`src/sv/tbg_pkg.sv`:
```
// Shared types and constants for the tone burst generator.
// No dependencies; compiled first.
package tbg_pkg;

  localparam int TICK_HZ_DEF   = 1000000;
  localparam int MS_PER_SECOND = 1000;
  localparam int FREQ_W        = 16;
  localparam int DUR_W         = 16;
  localparam int CYC_W         = 23;
  localparam int DEN_W         = 16;

  typedef enum logic [1:0] {
    MODE_IDLE = 2'd0,
    MODE_TONE = 2'd1,
    MODE_GAP  = 2'd2
  } mode_t;

endpackage

```
`src/sv/tbg_in_if.sv`:
```
// Input channel of the tone burst generator: start requests and ticks.
// Depends on tbg_pkg for field widths.
interface tbg_in_if;
  logic                        valid;
  logic                        ready;
  logic                        action;
  logic [tbg_pkg::FREQ_W-1:0]  freq_hz;
  logic [tbg_pkg::DUR_W-1:0]   dur_ms;

  modport source (output valid, output action, output freq_hz, output dur_ms,
                  input ready);
  modport sink   (input valid, input action, input freq_hz, input dur_ms,
                  output ready);
endinterface

```
`src/sv/tbg_out_if.sv`:
```
// Result channel of the tone burst generator: pin level and status flags.
// No dependencies.
interface tbg_out_if;
  logic valid;
  logic ready;
  logic pin_level;
  logic busy_res;
  logic start_ignored;

  modport source (output valid, output pin_level, output busy_res, output start_ignored,
                  input ready);
  modport sink   (input valid, input pin_level, input busy_res, input start_ignored,
                  output ready);
endinterface

```
`src/sv/tbg_div.sv`:
```
// Bit-serial restoring divider, one quotient bit per cycle.
// Depends on nothing; used by tone_burst_generator_core.
module tbg_div #(
  parameter int NUM_W = 36,
  parameter int DEN_W = 16
) (
  input  logic             clk,
  input  logic             rst_n,
  input  logic             start,
  input  logic [NUM_W-1:0] num,
  input  logic [DEN_W-1:0] den,
  output logic             done,
  output logic [NUM_W-1:0] quo
);

  localparam int CNT_W = (NUM_W > 1) ? $clog2(NUM_W) : 1;

  logic             run_r, run_nxt;
  logic             done_r, done_nxt;
  logic [CNT_W-1:0] cnt_r, cnt_nxt;
  logic [NUM_W-1:0] quo_r, quo_nxt;
  logic [DEN_W-1:0] rem_r, rem_nxt;
  logic [DEN_W-1:0] den_r, den_nxt;
  logic [DEN_W:0]   trial;
  logic [DEN_W:0]   diff;
  logic             ge;

  always_comb begin
    trial    = {rem_r, quo_r[NUM_W-1]};
    diff     = trial - {1'b0, den_r};
    ge       = (trial >= {1'b0, den_r});
    run_nxt  = run_r;
    done_nxt = 1'b0;
    cnt_nxt  = cnt_r;
    quo_nxt  = quo_r;
    rem_nxt  = rem_r;
    den_nxt  = den_r;
    if (run_r) begin
      rem_nxt = ge ? diff[DEN_W-1:0] : trial[DEN_W-1:0];
      quo_nxt = {quo_r[NUM_W-2:0], ge};
      cnt_nxt = cnt_r - 1'b1;
      if (cnt_r == '0) begin
        run_nxt  = 1'b0;
        done_nxt = 1'b1;
      end
    end else if (start) begin
      run_nxt = 1'b1;
      cnt_nxt = CNT_W'(NUM_W - 1);
      quo_nxt = num;
      rem_nxt = '0;
      den_nxt = den;
    end
  end

  always_ff @(posedge clk) begin
    if (!rst_n) begin
      run_r  <= 1'b0;
      done_r <= 1'b0;
      cnt_r  <= '0;
    end else begin
      run_r  <= run_nxt;
      done_r <= done_nxt;
      cnt_r  <= cnt_nxt;
    end
    quo_r <= quo_nxt;
    rem_r <= rem_nxt;
    den_r <= den_nxt;
  end

  assign done = done_r;
  assign quo  = quo_r;

endmodule

```
`src/sv/tone_burst_generator_core.sv`:
```
// Top level of the square-wave tone burst generator.
// Depends on tbg_pkg, tbg_in_if, tbg_out_if and tbg_div.
//
// Items arrive on in_ch: a start request (action 0) with frequency and
// duration, or a one-tick advance (action 1). Every accepted item gives
// exactly one transfer on out_ch with the pin level, the busy flag and a
// flag for a start that was ignored because a burst or a gap was running.
// The sound enable bit is written through cfg_we and cfg_wdata.
// A tick or a start that needs no arithmetic passes from ST_IDLE to
// ST_EMIT, which registers the result; a new item is taken only once
// the state is back in ST_IDLE. A start that runs a burst or a gap
// goes through a bit-serial multiply and one bit-serial divide for a
// gap or two for a burst; both divides use the shared divider.
// One item is worked on at a time.
// Reset clears the burst state and sets sound enable. When out_ch stalls,
// the next input item is still taken, and its result waits until the
// previous one has been transferred.
module tone_burst_generator_core #(
  parameter int TICK_HZ = tbg_pkg::TICK_HZ_DEF
) (
  input  logic  clk,
  input  logic  rst_n,
  tbg_in_if.sink    in_ch,
  tbg_out_if.source out_ch,
  input  logic  cfg_we,
  input  logic  cfg_wdata
);
  import tbg_pkg::*;

  localparam int     TICK_W  = $clog2(TICK_HZ + 1);
  localparam int     MCAND_W = (TICK_W > FREQ_W) ? TICK_W : FREQ_W;
  localparam int     PROD_W  = DUR_W + MCAND_W;
  localparam int     HALF_W  = $clog2(TICK_HZ / 2 + 1);
  localparam longint GAP_MAX = (longint'(65535) * longint'(TICK_HZ)) / MS_PER_SECOND;
  localparam int     GAP_W   = $clog2(GAP_MAX + 1);
  localparam int     MCNT_W  = $clog2(DUR_W);

  typedef enum logic [4:0] {
    ST_IDLE     = 5'b00001,
    ST_MUL      = 5'b00010,
    ST_DIV_CYC  = 5'b00100,
    ST_DIV_HALF = 5'b01000,
    ST_EMIT     = 5'b10000
  } state_t;

  state_t              st_r, st_nxt;
  mode_t               mode_r, mode_nxt;
  logic                sound_en_r, sound_en_nxt;
  logic                level_r, level_nxt;
  logic [HALF_W-1:0]   half_r, half_nxt;
  logic [HALF_W-1:0]   phase_r, phase_nxt;
  logic [CYC_W-1:0]    cyc_r, cyc_nxt;
  logic [GAP_W-1:0]    gap_r, gap_nxt;
  logic                ign_r, ign_nxt;
  logic                gap_job_r, gap_job_nxt;
  logic [FREQ_W-1:0]   freq_r, freq_nxt;
  logic [CYC_W-1:0]    cyc_tmp_r, cyc_tmp_nxt;
  logic [MCAND_W-1:0]  mcand_r, mcand_nxt;
  logic [PROD_W-1:0]   prod_r, prod_nxt;
  logic [MCNT_W-1:0]   mcnt_r, mcnt_nxt;
  logic                ov_r, ov_nxt;
  logic                o_pin_r, o_pin_nxt;
  logic                o_busy_r, o_busy_nxt;
  logic                o_ign_r, o_ign_nxt;

  logic                in_xfer;
  logic                out_free;
  logic [MCAND_W:0]    psum;
  logic [PROD_W-1:0]   prod_step;
  logic                div_start;
  logic [PROD_W-1:0]   div_num;
  logic [DEN_W-1:0]    div_den;
  logic                div_done;
  logic [PROD_W-1:0]   div_quo;
  logic [HALF_W-1:0]   half_new;
  logic [HALF_W-1:0]   phase_dec;
  logic [CYC_W-1:0]    cyc_dec;
  logic [GAP_W-1:0]    gap_dec;

  tbg_div #(.NUM_W(PROD_W), .DEN_W(DEN_W)) u_div (
    .clk   (clk),
    .rst_n (rst_n),
    .start (div_start),
    .num   (div_num),
    .den   (div_den),
    .done  (div_done),
    .quo   (div_quo)
  );

  assign in_ch.ready = (st_r == ST_IDLE);
  assign in_xfer     = in_ch.valid && (st_r == ST_IDLE);
  assign out_free    = !ov_r || out_ch.ready;

  assign psum      = {1'b0, prod_r[PROD_W-1:DUR_W]} + (prod_r[0] ? {1'b0, mcand_r} : '0);
  assign prod_step = {psum, prod_r[DUR_W-1:1]};
  assign half_new  = div_quo[HALF_W:1];
  assign phase_dec = (phase_r != '0) ? phase_r - 1'b1 : phase_r;
  assign cyc_dec   = (cyc_r != '0) ? cyc_r - 1'b1 : cyc_r;
  assign gap_dec   = (gap_r != '0) ? gap_r - 1'b1 : gap_r;

  always_comb begin
    div_start = 1'b0;
    div_num   = prod_step;
    div_den   = DEN_W'(MS_PER_SECOND);
    if (st_r == ST_MUL && mcnt_r == MCNT_W'(DUR_W - 1)) begin
      div_start = 1'b1;
    end else if (st_r == ST_DIV_CYC && div_done && !gap_job_r) begin
      div_start = 1'b1;
      div_num   = PROD_W'(TICK_HZ);
      div_den   = freq_r;
    end
  end

  always_comb begin
    st_nxt       = st_r;
    mode_nxt     = mode_r;
    sound_en_nxt = cfg_we ? cfg_wdata : sound_en_r;
    level_nxt    = level_r;
    half_nxt     = half_r;
    phase_nxt    = phase_r;
    cyc_nxt      = cyc_r;
    gap_nxt      = gap_r;
    ign_nxt      = ign_r;
    gap_job_nxt  = gap_job_r;
    freq_nxt     = freq_r;
    cyc_tmp_nxt  = cyc_tmp_r;
    mcand_nxt    = mcand_r;
    prod_nxt     = prod_r;
    mcnt_nxt     = mcnt_r;
    ov_nxt       = out_free ? 1'b0 : ov_r;
    o_pin_nxt    = o_pin_r;
    o_busy_nxt   = o_busy_r;
    o_ign_nxt    = o_ign_r;

    case (st_r)
      ST_IDLE: begin
        if (in_xfer) begin
          st_nxt  = ST_EMIT;
          ign_nxt = 1'b0;
          if (!in_ch.action) begin
            if (sound_en_r) begin
              if (mode_r != MODE_IDLE) begin
                ign_nxt = 1'b1;
              end else if (in_ch.freq_hz != '0 || in_ch.dur_ms != '0) begin
                st_nxt      = ST_MUL;
                gap_job_nxt = (in_ch.freq_hz == '0);
                freq_nxt    = in_ch.freq_hz;
                mcand_nxt   = (in_ch.freq_hz == '0) ? MCAND_W'(TICK_HZ)
                                                    : MCAND_W'(in_ch.freq_hz);
                prod_nxt    = {{MCAND_W{1'b0}}, in_ch.dur_ms};
                mcnt_nxt    = '0;
              end
            end
          end else begin
            case (mode_r)
              MODE_GAP: begin
                gap_nxt = gap_dec;
                if (gap_dec == '0) begin
                  mode_nxt  = MODE_IDLE;
                  level_nxt = 1'b0;
                  phase_nxt = '0;
                  cyc_nxt   = '0;
                end
              end
              MODE_TONE: begin
                phase_nxt = phase_dec;
                if (phase_dec == '0) begin
                  if (level_r) begin
                    level_nxt = 1'b0;
                    phase_nxt = half_r;
                  end else if (cyc_dec == '0) begin
                    mode_nxt  = MODE_IDLE;
                    level_nxt = 1'b0;
                    phase_nxt = '0;
                    cyc_nxt   = '0;
                    gap_nxt   = '0;
                  end else begin
                    cyc_nxt   = cyc_dec;
                    level_nxt = 1'b1;
                    phase_nxt = half_r;
                  end
                end
              end
              default: begin
                mode_nxt = mode_r;
              end
            endcase
          end
        end
      end
      ST_MUL: begin
        prod_nxt = prod_step;
        mcnt_nxt = mcnt_r + 1'b1;
        if (mcnt_r == MCNT_W'(DUR_W - 1)) begin
          st_nxt = ST_DIV_CYC;
        end
      end
      ST_DIV_CYC: begin
        if (div_done) begin
          if (gap_job_r) begin
            st_nxt    = ST_EMIT;
            gap_nxt   = div_quo[GAP_W-1:0];
            level_nxt = 1'b0;
            mode_nxt  = MODE_GAP;
          end else begin
            st_nxt      = ST_DIV_HALF;
            cyc_tmp_nxt = div_quo[CYC_W-1:0];
          end
        end
      end
      ST_DIV_HALF: begin
        if (div_done) begin
          st_nxt = ST_EMIT;
          if (half_new != '0 && cyc_tmp_r != '0) begin
            half_nxt  = half_new;
            phase_nxt = half_new;
            cyc_nxt   = cyc_tmp_r;
            level_nxt = 1'b1;
            mode_nxt  = MODE_TONE;
          end
        end
      end
      ST_EMIT: begin
        if (out_free) begin
          st_nxt     = ST_IDLE;
          ov_nxt     = 1'b1;
          o_pin_nxt  = level_r;
          o_busy_nxt = (mode_r == MODE_TONE) || (mode_r == MODE_GAP);
          o_ign_nxt  = ign_r;
        end
      end
      default: begin
        st_nxt = ST_IDLE;
      end
    endcase
  end

  always_ff @(posedge clk) begin
    if (!rst_n) begin
      st_r       <= ST_IDLE;
      mode_r     <= MODE_IDLE;
      sound_en_r <= 1'b1;
      level_r    <= 1'b0;
      half_r     <= '0;
      phase_r    <= '0;
      cyc_r      <= '0;
      gap_r      <= '0;
      ov_r       <= 1'b0;
    end else begin
      st_r       <= st_nxt;
      mode_r     <= mode_nxt;
      sound_en_r <= sound_en_nxt;
      level_r    <= level_nxt;
      half_r     <= half_nxt;
      phase_r    <= phase_nxt;
      cyc_r      <= cyc_nxt;
      gap_r      <= gap_nxt;
      ov_r       <= ov_nxt;
    end
    ign_r     <= ign_nxt;
    gap_job_r <= gap_job_nxt;
    freq_r    <= freq_nxt;
    cyc_tmp_r <= cyc_tmp_nxt;
    mcand_r   <= mcand_nxt;
    prod_r    <= prod_nxt;
    mcnt_r    <= mcnt_nxt;
    o_pin_r   <= o_pin_nxt;
    o_busy_r  <= o_busy_nxt;
    o_ign_r   <= o_ign_nxt;
  end

  assign out_ch.valid         = ov_r;
  assign out_ch.pin_level     = o_pin_r;
  assign out_ch.busy_res      = o_busy_r;
  assign out_ch.start_ignored = o_ign_r;

endmodule
```
`src/flat_wrapper.sv`:
```
// flat-port wrapper written by rule: the top's interface ports become plain ports
module tone_burst_generator_core_flat import tbg_pkg::*;
#(
  parameter int TICK_HZ = tbg_pkg::TICK_HZ_DEF
)
  (clk, rst_n, cfg_we, cfg_wdata, in_ch_valid, in_ch_action, in_ch_freq_hz, in_ch_dur_ms, in_ch_ready, out_ch_valid, out_ch_pin_level, out_ch_busy_res, out_ch_start_ignored, out_ch_ready);
  tbg_in_if in_ch_i ();
  tbg_out_if out_ch_i ();
  input  logic clk;
  input  logic rst_n;
  input  logic cfg_we;
  input  logic cfg_wdata;
  input wire logic [$bits(in_ch_i.valid)-1:0] in_ch_valid;
  input wire logic [$bits(in_ch_i.action)-1:0] in_ch_action;
  input wire logic [$bits(in_ch_i.freq_hz)-1:0] in_ch_freq_hz;
  input wire logic [$bits(in_ch_i.dur_ms)-1:0] in_ch_dur_ms;
  output wire logic [$bits(in_ch_i.ready)-1:0] in_ch_ready;
  output wire logic [$bits(out_ch_i.valid)-1:0] out_ch_valid;
  output wire logic [$bits(out_ch_i.pin_level)-1:0] out_ch_pin_level;
  output wire logic [$bits(out_ch_i.busy_res)-1:0] out_ch_busy_res;
  output wire logic [$bits(out_ch_i.start_ignored)-1:0] out_ch_start_ignored;
  input wire logic [$bits(out_ch_i.ready)-1:0] out_ch_ready;
  assign in_ch_i.valid = in_ch_valid;
  assign in_ch_i.action = in_ch_action;
  assign in_ch_i.freq_hz = in_ch_freq_hz;
  assign in_ch_i.dur_ms = in_ch_dur_ms;
  assign in_ch_ready = in_ch_i.ready;
  assign out_ch_valid = out_ch_i.valid;
  assign out_ch_pin_level = out_ch_i.pin_level;
  assign out_ch_busy_res = out_ch_i.busy_res;
  assign out_ch_start_ignored = out_ch_i.start_ignored;
  assign out_ch_i.ready = out_ch_ready;
  tone_burst_generator_core #(.TICK_HZ(TICK_HZ)) u_core (.clk(clk), .rst_n(rst_n), .in_ch(in_ch_i), .out_ch(out_ch_i), .cfg_we(cfg_we), .cfg_wdata(cfg_wdata));
endmodule
```
`config.mk`:
```
export PLATFORM = sky130hd
export DESIGN_NAME = tone_burst_generator_core_flat
export DESIGN_NICKNAME = d
export VERILOG_FILES = /design/src/sv/tbg_pkg.sv /design/src/sv/tbg_in_if.sv /design/src/sv/tbg_out_if.sv /design/src/sv/tbg_div.sv /design/src/sv/tone_burst_generator_core.sv /design/src/flat_wrapper.sv
export SDC_FILE = /design/constraint.sdc
export NUM_CORES = 1
export LEC_CHECK = 0
export BUFFER_PORTS_ARGS = -buffer_cell sky130_fd_sc_hd__buf_2
export CELL_PAD_IN_SITES_DETAIL_PLACEMENT = 0
export CELL_PAD_IN_SITES_GLOBAL_PLACEMENT = 2
export CORE_ASPECT_RATIO = 0.7
export CORE_UTILIZATION = 37
export CTS_CLUSTER_DIAMETER = 100
export DETAILED_ROUTE_END_ITERATION = 16
export PLACE_DENSITY = 0.78
export SYNTH_ARGS = -nofsm -noshare
export SYNTH_HDL_FRONTEND = slang
export SYNTH_SLANG_ARGS = --single-unit
```
`constraint.sdc`:
```
create_clock -name clk -period 3.4 [get_ports clk]
set_input_delay 0.51 -clock clk [delete_from_list [all_inputs] [get_ports clk]]
set_output_delay 0.51 -clock clk [all_outputs]
set_load 0.05 [all_outputs]
```
== Word-level counts from Yosys, hierarchy flattened ==
Index checks and enable logic that the tools add are counted.

* Register bits: 277
* Latch bits: 0
* RAM bits: 0
* ROM bits: 0
* Input port bits: 39
* Output and inout port bits: 5
* Word-level logic and storage cells: 209
* Memories: 0

* Add/sub/neg operators: 7
* $mul: 0
* Div/mod/pow operators: 0
* Magnitude comparators: 1
* Eq/ne operators: 25
* Shift operators: 0
* Mux-type cells: 100
* Bitwise gates (word level): 6
* Reductions and logical operators: 44

{| class="wikitable"
|+ Operators with widths
! kind !! count
|-
| 2-to-1 mux 36 bit || 9
|-
| 2-to-1 mux 26 bit || 8
|-
| 2-to-1 mux 23 bit || 9
|-
| 2-to-1 mux 19 bit || 9
|-
| case mux 26 bit (2 select lines) || 2
|-
| case mux 23 bit (2 select lines) || 2
|-
| case mux 19 bit (2 select lines) || 2
|-
| case mux 36 bit (2 select lines) || 1
|-
| 2-to-1 mux 5 bit || 10
|-
| 2-to-1 mux 16 bit || 3
|-
| nonzero test 23 bit || 2
|-
| 2-to-1 mux 20 bit || 2
|-
| nonzero test 19 bit || 2
|-
| nonzero test 16 bit || 2
|-
| zero test 26 bit || 1
|-
| nonzero test 26 bit || 1
|-
| subtractor 26 x 1 -> 26 bit (second input constant) || 1
|-
| case mux 5 bit (5 select lines) || 1
|-
| zero test 23 bit || 1
|-
| subtractor 23 x 1 -> 23 bit (second input constant) || 1
|-
| adder 20 x 21 -> 21 bit || 1
|-
| 2-to-1 mux 1 bit || 20
|-
| 2-to-1 mux 2 bit || 10
|-
| 2-to-1 mux 4 bit || 5
|-
| other kinds (42) || 78
|}

== Logic depth before layout (Yosys ltp) ==
Gate-level depths: netlist of run 1.

* Word-level depth: 10
* Mapped depth: 15
* Mapped depth without buffers: 13

== Cells and area by module ==
From an unflattened synthesis of run 1, not the netlist that was laid out.

* Cell total of the unflattened synthesis: 1647
* Area, all modules: 15767.6 um^2

{| class="wikitable"
|+ By module, submodules not included
! module !! instances !! cells an instance !! area each (um^2) !! seq. area each (um^2)
|-
| tone_burst_generator_core || 1 || 1308 || 11672.4 || 4944.7
|-
| tbg_div || 1 || 339 || 4095.2 || 2202.1
|}

== Least setup slack after synthesis of run 1 ==
OpenSTA, ideal clock, no wires.

* Kind: reg-to-reg
* Start point: reg u_core.phase_r[6]
* End point: reg u_core.gap_r[10]
* Library setup time: 0.134 ns
* Arrival time: 3.349 ns
* Data required time: 3.266 ns
* Slack: -0.083 ns
* Cell stages (with the launch flop): 14
* Buffers on the path: 4
* Clock period less this slack: 3.483 ns
* Path through: dfxtp_1 buf_6 or4_1 buf_2 or4_4 buf_6 nor2_2 o211ai_1 a2111oi_2 nand3_2 o21a_1 nor2_4 buf_2 a211oi_1

* Cells in the longest elaborated chain, start to end: 5
* Elaborated cells on any way between the ends: 6
* Those cells by class: 1 x add/sub; 1 x eq/ne; 1 x mux; 3 x reduce/logical

{| class="wikitable"
|+ RTL lines
! what !! RTL line !! RTL
|-
| start, declared || tone_burst_generator_core.sv:51 || <nowiki>logic [HALF_W-1:0] phase_r, phase_nxt;</nowiki>
|-
| start signal, assigned || tone_burst_generator_core.sv:255 || <nowiki>phase_r <= phase_nxt;</nowiki>
|-
| subtractor 19 x 1 -> 19 bit / nonzero test 19 bit (equally long branches) || tone_burst_generator_core.sv:97 || <nowiki>assign phase_dec = (phase_r != '0) ? phase_r - 1'b1 : phase_r;</nowiki>
|-
| 2-to-1 mux 19 bit * || tone_burst_generator_core.sv:97 ||
|-
| zero test 19 bit * || tone_burst_generator_core.sv:167 || <nowiki>if (phase_dec == '0) begin</nowiki>
|-
| inequality test 3 x 2 -> 1 bit (no source line) * || -- ||
|-
| AND reduction 9 bit (no source line) * || -- ||
|-
| end signal, assigned || tone_burst_generator_core.sv:257 || <nowiki>gap_r <= gap_nxt;</nowiki>
|-
| end, declared || tone_burst_generator_core.sv:53 || <nowiki>logic [GAP_W-1:0] gap_r, gap_nxt;</nowiki>
|}

Every way passes the cells marked *; elsewhere a longest branch is shown, timed or not.
A chain may end at the register's enable or synchronous reset.

== Worst setup path after layout of run 1 ==
* Start point: reg u_core.phase_r[6]
* End point: reg u_core.gap_r[6]

The elaborated chain is that of the path after synthesis.

==> results of run 1 <==
==> critical path, stage by stage, from the launching register on <==
cell and delay (ns):
dfxtp_2 0.32, or4_4 0.54, or4_4 0.55, buf_12 0.16
nor2_4 0.08, o211ai_1 0.10, a2111oi_2 0.43, nand3_2 0.21
buf_6 0.19, o21ai_4 0.26, buf_6 0.16, buf_16 0.11
a21oi_1 0.08, a211oi_2 0.20
==> layout by cell type, fill, tap and decap left out, drive strengths merged, types with 10 or more instances in the layout <==
cell type / synthesis / final
a211oi: 43 / 43
a21o: 12 / 12
a21oi: 104 / 104
a222oi: 13 / 13
a22o: 14 / 14
a22oi: 23 / 23
a31oi: 13 / 13
and2: 54 / 54
buf: 23 / 290
clkbuf: 88 / 47
dfxtp: 105 / 105
edfxtp: 168 / 168
ha: 45 / 45
inv: 51 / 53
mux2i: 37 / 37
nand2: 165 / 165
nand2b: 22 / 22
nand3: 28 / 28
nand3b: 10 / 10
nand4: 24 / 24
nor2: 121 / 121
nor2b: 21 / 21
nor3: 53 / 53
nor4: 39 / 39
o211ai: 10 / 10
o21a: 10 / 10
o21ai: 77 / 77
o21bai: 10 / 10
o31ai: 10 / 10
o41ai: 10 / 10
or2: 16 / 16
or3: 15 / 15
or4: 17 / 17
xnor2: 33 / 33
xor2: 30 / 30
==> routing by layer <==
metal | vias up | track usage | routed length (um)
li1 | 6537 | - | -
met1 | 6681 | 0.373 | 26300
met2 | 430 | 0.304 | 19800
met3 | 70 | 0.0568 | 4380
met4 | 0 | 0.0514 | 1100
met5 | - | 0 | 0
==> cell families after synthesis <==
| group | share of synthesized area |
|---|---|
| adders and majority gates | 0.0390 |
| AOI/OAI and AO/OA | 0.184 |
| xor gates and xnor gates | 0.0357 |
| buffers and inverters | 0.0430 |
| DFF | 0.462 |
| muxes | 0.0254 |
| and+or+nand+nor | 0.211 |
==> where the power goes <==
group / switching (mW) / leakage (nW) / internal (mW)
Sequential: 0.0674 / 2.44 / 3.74
Combinational: 0.717 / 4.57 / 0.524
Clock: 1.42 / 0.495 / 1.99
Total: 2.21 / 7.51 / 6.25
==> repair_timing <==
action	in CTS	in global routing
endpoints found under the setup margin	70	77
buffers inserted	3	21
pin swaps	13	58
cloned	2	9
gates resized for setup	17	91
==> sequential cells by signal, indices dropped and copies added (netlist names), 2 cells and up, named ones only <==
name and count:
u_core.prod_r 36, u_core.gap_r 26, u_core.u_div.cnt_r 6, u_core.phase_r 19
u_core.cyc_tmp_r 23, u_core.u_div.den_r 16, u_core.cyc_r 23, u_core.u_div.quo 36
u_core.freq_r 16, u_core.st_r 5, u_core.half_r 19, u_core.mcand_r 17
u_core.mode_r 2, u_core.u_div.rem_r 16, u_core.mcnt_r 4
==> layout make-up <==
cell class	instances	area (um2)
Antenna cell	1	2.50
Clock buffer	41	890
Clock inverter	13	136
Fill cell	3841	21500
Inverter	52	195
Multi-Input combinational cell	1191	8100
Sequential cell	273	7160
Tap cell	544	681
Timing Repair Buffer	296	2410
==> how the worst max path moves through the flow <==
stage	start	endpoint	slack, ns
2_1_floorplan	u_core.phase_r[6]	u_core.phase_r[12]	0.02
4_1_cts	u_core.cyc_r[0]	u_core.gap_r[1]	-0.05
5_1_grt	u_core.cyc_r[17]	u_core.phase_r[11]	-0.20
3_5_place_dp	u_core.cyc_r[0]	u_core.gap_r[24]	-0.23
6_report	u_core.phase_r[6]	u_core.gap_r[6]	-0.11
3_3_place_gp	u_core.cyc_r[14]	u_core.gap_r[3]	-0.21
==> through the flow <==
step	setup WS, ns	utilization	std cells
floorplan	0.0186	-	1627
global placement	-0.210	0.431	2324
detailed placement	-0.229	0.431	2324
CTS	-0.0469	0.459	2383
global route	-0.199	0.476	2411
finish	-0.106	0.476	2411
==> impl_metrics.json, run 1 <==
{
  "outcome": "complete, but fails checks",
  "violations": "negative setup slack",
  "fmax_ghz": 0.285,
  "grt_pass1_wl_mm": 76.5,
  "ys_warn_count": 0,
  "ys_ff_latch": 273,
  "nets": 1929,
  "clkTransAtPathRegs_ns": 0.07,
  "slew_headroom": 0.263,
  "grt-ovfl-total": 0,
  "vias": 13718,
  "synthCells": 1627,
  "synthesis.area_mm2": 0.0155,
  "min_from": "in_ch_freq_hz[1]",
  "grt_pass1_vias": 12737,
  "start_util": 0.376,
  "synth.avg_cell_area_um2": 9.50,
  "htreeDepth": 1,
  "finalClockSkew_ns": 0.0259,
  "crit_fanout": 5,
  "grt_antenna_before_repair": 3,
  "die-area_mm2": 0.0426,
  "ys_seq_area_frac": 0.462,
  "drv_cap": 0,
  "dr.pass1.iters": 5,
  "synth.most_common_cell": "edfxtp_1",
  "post_dp_cell_area_mm2": 0.0177,
  "worst_hold_path_type": "input pin to flop",
  "ant_nets": 0,
  "setup_tns_ns": -2.95,
  "gp_congestion": 0.956,
  "grt_setup_unrepaired": "yes",
  "hpwlAfterDp_mm": 36.4,
  "via_per_inst": 5.69,
  "clk-insertion-delay-late_ns": 0.58,
  "synthTopCellsByCount": "edfxtp_1 (168), nand2_1 (165), nor2_1 (118)",
  "synth_edf_count": 168,
  "boundaryPins": 44,
  "hold_depth": 1,
  "drv_slew": 0,
  "r2r-start": "u_core.phase_r[6]",
  "rrSetupSlack_ns": -0.11,
  "hold_ws_ns": 0.152,
  "drt_iter0_markers": 1364,
  "cts_tree": "built",
  "setup_viol": 47,
  "worst_slack_ns": -0.106,
  "wl_per_cell_um": 21.4,
  "final_cell_area_mm2": 0.0196,
  "cts-hold-fix-buffers": 0,
  "worst_ep_arrival_time_ns": 3.98,
  "synth_top_area_cell": "edfxtp_1",
  "drive_gt1_frac": 0.243,
  "syn_nets": 1713,
  "finalCritPeriodShare": 1.03,
  "p_per_area_mw_per_mm2": 432,
  "routed_wl_mm": 51.5,
  "fin_crit_ns": 3.51,
  "path_class": "flop to flop",
  "crit_required_ns": 3.88,
  "cts_sinks": 273,
  "area_growth_pct": 26.6,
  "yosys-top-cells-area": "edfxtp_1 (33%), dfxtp_1 (14%), nand2_1 (4.0%)",
  "holdPathEnd": "u_core.freq_r[1]",
  "rows": 62,
  "yosys.cell_types.count": 85,
  "ctsLongestPathBuffers": 3,
  "track_usage": 0.232,
  "async_reset_ff_frac": 0,
  "crit_path_end_kind": "flop",
  "worst_slew_pin_slew_ns": 1.11,
  "ff2ff_path_depth": 13,
  "port_buffers": 43,
  "hold_viol_final": 0,
  "die_w_um": 246,
  "yosysTopAreaCellShare": 0.326,
  "ir_worst_vdd_mv": 0.342,
  "root_buffer": "clkbuf_16",
  "coreArea_mm2": 0.0411,
  "numCtsBuffers": 29,
  "fin_total_pwr_mw": 8.45,
  "synth_ff_type": "edfxtp_1",
  "p_leak_nw": 7.51,
  "drc_errors": 0,
  "critPathLaunchType": "flop",
  "grt_max_degree": 48,
  "timing.rr.end": "u_core.gap_r[6]",
  "fp.dieH_um": 173
}
(Power assumes the default switching activity.)
==> inputs of run 2 (changes only) <==
- CELL_PAD_IN_SITES_DETAIL_PLACEMENT: 0 -> default
- CELL_PAD_IN_SITES_GLOBAL_PLACEMENT: 2 -> default
- CORE_UTILIZATION: 37 -> 60
- PLACE_DENSITY: 0.78 -> 0.77
- clock period: 3.4 -> 3.95 ns (I/O delays scaled with it)
==> run 2 against run 1 <==
  * The flow now finishes without violations
  * Sequential share of layout area up 4.9 points
  * Routed wire length is 15% lower
  * First-iteration DRC count increased by 22%
  * Critical endpoint is now u_core.phase_r[18]
  * Largest cell class unchanged
  * Largest power group unchanged
==> impl_metrics.json, run 2 (same netlist as run 1, synthesis figures left out) <==
{
  "hold_viol_final": 0,
  "crit_required_ns": 4.37,
  "wl_per_cell_um": 21.7,
  "track_usage": 0.328,
  "nets": 1750,
  "die_w_um": 194,
  "gp_congestion": 1.01,
  "coreArea_mm2": 0.0250,
  "area_growth_pct": 11.5,
  "die-area_mm2": 0.0264,
  "p_int_mw": 5.12,
  "finalCritPeriodShare": 0.939,
  "outcome": "completed",
  "cts_sinks": 273,
  "drc_errors": 0,
  "fin_crit_ns": 3.71,
  "setup_viol": 0,
  "p_leak_nw": 6.46,
  "htreeDepth": 1,
  "power_frac_seq": 0.477,
  "via_per_inst": 6.62,
  "slew_headroom": 0.295,
  "routed_wl_mm": 43.6,
  "fmax_ghz": 0.270,
  "ctsLongestPathBuffers": 3,
  "fin_cells": 2010,
  "grt_max_degree": 56,
  "dr.pass1.iters": 8,
  "hpwlAfterDp_mm": 30.7,
  "p_per_area_mw_per_mm2": 398,
  "boundaryPins": 44,
  "p_sw_frac": 0.254,
  "drt_iter0_markers": 1667,
  "p_clk_frac": 0.377,
  "drive_gt1_frac": 0.124,
  "finalClockSkew_ns": 0.0188,
  "path_class": "flop to flop",
  "grt_pass1_vias": 12068,
  "fp.dieH_um": 136,
  "numCtsBuffers": 27,
  "switchingPower_mw": 1.75,
  "ant_nets": 0,
  "critPathLaunchType": "flop",
  "utilization": 0.690,
  "rows": 48,
  "grt_antenna_before_repair": 0,
  "port_buffers": 43,
  "drv_cap": 0,
  "ir_worst_vdd_mv": 0.309,
  "worst_slew_pin_slew_ns": 1.06,
  "crit_fanout": 14,
  "clk-insertion-delay-late_ns": 0.54,
  "final_common_cell": "edfxtp_1",
  "worst_hold_path_type": "input pin to flop",
  "drv_slew": 0,
  "grt-ovfl-total": 0,
  "clkTransAtPathRegs_ns": 0.06,
  "start_util": 0.619,
  "cts_tree": "built",
  "vias": 13305,
  "root_buffer": "clkbuf_16",
  "cts-hold-fix-buffers": 0,
  "mostFrequentLayoutCells": "edfxtp_1 (168), nand2_1 (164), nor2_1 (115), a21oi_1 (104), dfxtp_1 (104)",
  "place_inst": 1958,
  "worst_ep_arrival_time_ns": 4.13,
  "crit_path_end_kind": "flop",
  "comb_power_share": 0.146,
  "grt_pass1_wl_mm": 67.8
}
[run 2: cell types whose count changed in the layout (fill, tap and decap cells not counted), sizes merged]
cell | before | now
clkbuf | 47 | 40
clkinvlp | 4 | 0
inv | 53 | 51
bufinv | 2 | 1
buf | 290 | 119
clkinv | 6 | 9
[run 2: final cells by class]
class	instances	area (um2)
Antenna cell	1	2.50
Sequential cell	273	7150
Fill cell	1922	7750
Clock inverter	9	72.6
Timing Repair Buffer	119	877
Tap cell	325	407
Clock buffer	40	811
Inverter	52	195
Multi-Input combinational cell	1191	7720
[run 2: metrics by stage]
stage	setup WS, ns	hold slack [ns]	setup TNS [ns]	cell area (um2)	power [mW]
5_1_grt	-0.00267	0.260	-0.00267	17200	7.10
2_1_floorplan	0.467	0.400	0	15500	4.02
4_1_cts	0.0730	0.253	0	17200	6.84
3_5_place_dp	0.119	0.462	0	16300	4.29
3_3_place_gp	0.110	0.451	0	16300	4.26
6_report	0.242	0.265	0	17200	6.86
[run 2: final timing paths]
check / slack (ns) / endpoint / startpoint / depth (start not counted)
worst max-delay path: 0.24 / u_core.phase_r[18] / u_core.cyc_r[8] / 10
worst min-delay path: 0.26 / u_core.mcand_r[15] / in_ch_freq_hz[15] / 1
worst max register to register: 0.24 / u_core.phase_r[18] / u_core.cyc_r[8] / 10
worst min register to register: 0.47 / u_core.u_div.cnt_r[0] / u_core.u_div.cnt_r[0] / 1
[run 2: per-layer routing]
metal	share of wire	up-vias	track usage
li1	-	6173	-
met1	0.46	6321	0.506
met2	0.41	749	0.468
met3	0.12	62	0.0727
met4	0.018	0	0.0683
met5	0	-	0
[run 2: power by group through the flow]
stage	clock network, mW	registers [mW]	logic [mW]
final	2.58	3.28	1.00
after global routing	2.71	3.29	1.10
after CTS	2.60	3.28	0.966
after detailed placement	0	3.34	0.952
after global placement	0	3.33	0.926
after floorplan	0	3.33	0.690
[run 2: critical path, cell delays in order, from the launching register on]
cell      delay [ns]
dfxtp_1         0.36
nor3_1          0.54
nand4_1         0.24
o41ai_1         0.43
o311ai_1        0.22
a2111o_1        0.44
or4_4           0.59
nor3b_4         0.18
buf_4           0.22
a221oi_1        0.27
a21oi_1         0.11
[run 2: what timing repair did]
action	CTS	global route
resized for setup	0	11
buffers inserted	0	2
endpoints found under the setup margin	0	64
==> inputs of run 3 (changes only) <==
- ABC_AREA: default -> 1
==> run 3 against run 2 <==
  * Via count grew 7.5%
  * Count of clock-buffer cells in the layout is the same
  * Hold slack lost 0.027 ns
  * Area after synthesis grew 2.6%
  * Die area grew 2.6%
  * Register-to-register slack gained 0.14 ns
  * Flip-flop and latch count is the same
  * Design area is the same
  * Clock skew grew 0.0035 ns
  * Utilization shrank 2.2 points
  * Fmax grew 3.9%
  * Critical path type unchanged
  * Critical endpoint is now u_core.cyc_r[20]
  * Largest cell class unchanged
  * Highest routed layer unchanged
==> impl_metrics.json, run 3 <==
{
  "gp_congestion": 0.984,
  "drive_gt1_frac": 0.0765,
  "drt_iter0_markers": 1799,
  "crit_required_ns": 4.45,
  "critPathMostFrequentCell": "nand2_1",
  "final_common_cell": "nand2_1",
  "grt_setup_unrepaired": "no",
  "setup_viol": 0,
  "hpwlAfterDp_mm": 31.6,
  "ctsLongestPathBuffers": 3,
  "grt_max_degree": 54,
  "nets": 2195,
  "wl_per_cell_um": 17.4,
  "synthCells": 2106,
  "async_reset_ff_frac": 0,
  "worst_slew_pin_slew_ns": 0.969,
  "synthTopCellsByCount": "nand2_1 (524), nor2_1 (342), inv_1 (243)",
  "worst_ep_arrival_time_ns": 4.07,
  "worstPathCellList": "inv_1 > ha_1 > nand2_1 > clkinv_2 > nand2_2 > nor2_4 > nand2_4 > o21ai_0 > nand2_1 > nor2_1 > nand2_1 > nor2_1 > nand3_1 > nand2_4 > nand3_4 > nand2_1 > nand2_1 > nor2_1",
  "synthesis.area_mm2": 0.0159,
  "cp_slowest_cell": "nand3_4",
  "synth.area.mux_share": 0.000631,
  "yosys-top-cells-area": "edfxtp_1 (32%), dfxtp_1 (13%), nand2_1 (12%)",
  "yosysTopAreaCellShare": 0.318,
  "die-area_mm2": 0.0271,
  "setup_tns_ns": 0,
  "cts_resized": 0,
  "finalClockSkew_ns": 0.0224,
  "die_w_um": 196,
  "hold_ws_ns": 0.238,
  "ys_seq_area_frac": 0.451,
  "dr.pass1.iters": 6,
  "synth_adder_area_share": 0.0380,
  "crit_fanout": 45,
  "hold_depth": 1,
  "clk-insertion-delay-late_ns": 0.56,
  "critPathLaunchType": "flop",
  "mostFrequentLayoutCells": "nand2_1 (524), nor2_1 (340), inv_1 (242), edfxtp_1 (168), o21ai_0 (125)",
  "outcome": "completed",
  "worst_path_largest_cell_delay_ns": 0.45,
  "cts_tree": "built",
  "utilization": 0.668,
  "postCtsSetupBuffers": 0,
  "fmax_ghz": 0.280,
  "via_per_inst": 5.75,
  "syn_nets": 2192,
  "holdPathEnd": "u_core.freq_r[14]",
  "root_buffer": "clkbuf_16",
  "routed_wl_mm": 43.3,
  "grt-ovfl-total": 0,
  "port_buffers": 43,
  "hold_viol_final": 0,
  "ys_ff_latch": 273,
  "synth_ff_type": "edfxtp_1",
  "worst_hold_path_type": "input pin to flop",
  "path_class": "flop to flop",
  "synth_edf_count": 168,
  "ys_warn_count": 0,
  "fp.dieH_um": 138,
  "r2r-start": "u_core.gap_r[0]",
  "grt_pass1_vias": 12884,
  "clkTransAtPathRegs_ns": 0.06,
  "coreArea_mm2": 0.0258,
  "crit_buf_inv": 2,
  "htreeDepth": 1,
  "drv_cap": 0,
  "grt_pass1_wl_mm": 68.6,
  "synth_top_area_cell": "edfxtp_1",
  "crit_path_end_kind": "flop",
  "drc_errors": 0,
  "rrSetupSlack_ns": 0.38,
  "cts-hold-fix-buffers": 0,
  "synth-simple-area-share": 0.283,
  "fin_crit_ns": 3.57,
  "track_usage": 0.317,
  "ff2ff_path_depth": 18,
  "grt_antenna_before_repair": 1,
  "min_from": "in_ch_freq_hz[14]",
  "start_util": 0.615,
  "drv_slew": 0,
  "slew_headroom": 0.353,
  "finalCritPeriodShare": 0.903,
  "yosys.cell_types.count": 56,
  "boundaryPins": 44,
  "area_growth_pct": 8.66,
  "numCtsBuffers": 27,
  "vias": 14299,
  "rows": 49,
  "synth_compound_area_frac": 0.112,
  "synth.most_common_cell": "nand2_1",
  "ant_nets": 0,
  "cp_top_family": "simple AND/OR/NAND/NOR gates",
  "synthXorXnorAreaFrac": 0.0304,
  "timing.rr.end": "u_core.cyc_r[20]",
  "synth_top_family_by_area": "simple AND/OR/NAND/NOR gates",
  "cts_sinks": 273,
  "synth.avg_cell_area_um2": 7.53
}
-- run 3: cell count changes in the layout (fill, tap and decap cells not counted), moves of 29 or more --
cell | before | now
and2_1 | 54 | 1
nand4_1 | 24 | 57
buf_4 | 68 | 16
nand2_1 | 164 | 524
nor3_1 | 53 | 5
a211oi_1 | 43 | 3
mux2i_1 | 37 | 1
nand3_1 | 27 | 71
nor2_1 | 115 | 340
o22ai_1 | 7 | 36
inv_1 | 49 | 242
o21ai_0 | 73 | 125
-- run 3: final cells by class --
| class | count | area (um2) |
|---|---|---|
| Timing Repair Buffer | 61 | 375 |
| Clock buffer | 40 | 828 |
| Sequential cell | 273 | 7150 |
| Tap cell | 357 | 447 |
| Inverter | 251 | 945 |
| Fill cell | 2155 | 8570 |
| Multi-Input combinational cell | 1495 | 7390 |
| Clock inverter | 10 | 100 |
| Antenna cell | 1 | 2.50 |
-- run 3: metal layers --
layer,vias to the layer above,track usage,share of wire
met5,-,0,0
li1,6895,-,-
met2,707,0.456,0.42
met4,0,0.0687,0.018
met1,6628,0.499,0.46
met3,69,0.0517,0.11
-- run 3: how the worst max path moves through the flow --
stage / startpoint / endpoint / cells after the start
6_report: u_core.gap_r[0] / u_core.cyc_r[20] / 18
4_1_cts: u_core.gap_r[0] / u_core.cyc_r[20] / 18
5_1_grt: u_core.gap_r[0] / u_core.cyc_r[12] / 17
3_5_place_dp: u_core.gap_r[0] / u_core.cyc_r[6] / 17
2_1_floorplan: u_core.st_r[0] / u_core.u_div.quo[0] / 9
3_3_place_gp: u_core.gap_r[0] / u_core.cyc_r[21] / 18
-- run 3: cell families after synthesis --
kind of cell,count (synthesis)
multiplexers,1
XOR/XNOR,55
AND/OR/NAND/NOR,1066
flip-flops,273
AO/OA/AOI/OAI,326
adder cells (fa/ha/maj),47
buffers and inverters,338
-- run 3: per-stage QoR --
stage	cells	worst slack (ns)	cell area [um2]
floorplan	2106	0.130	15900
global placement	2437	0.591	16300
detailed placement	2437	0.473	16300
CTS	2487	0.461	17200
global route	2487	0.0257	17200
finish	2488	0.382	17200
Power of run 3 is left out: the tool's default activity adds up to more than one toggle a clock period on the data nets, which glitch-free logic cannot reach.
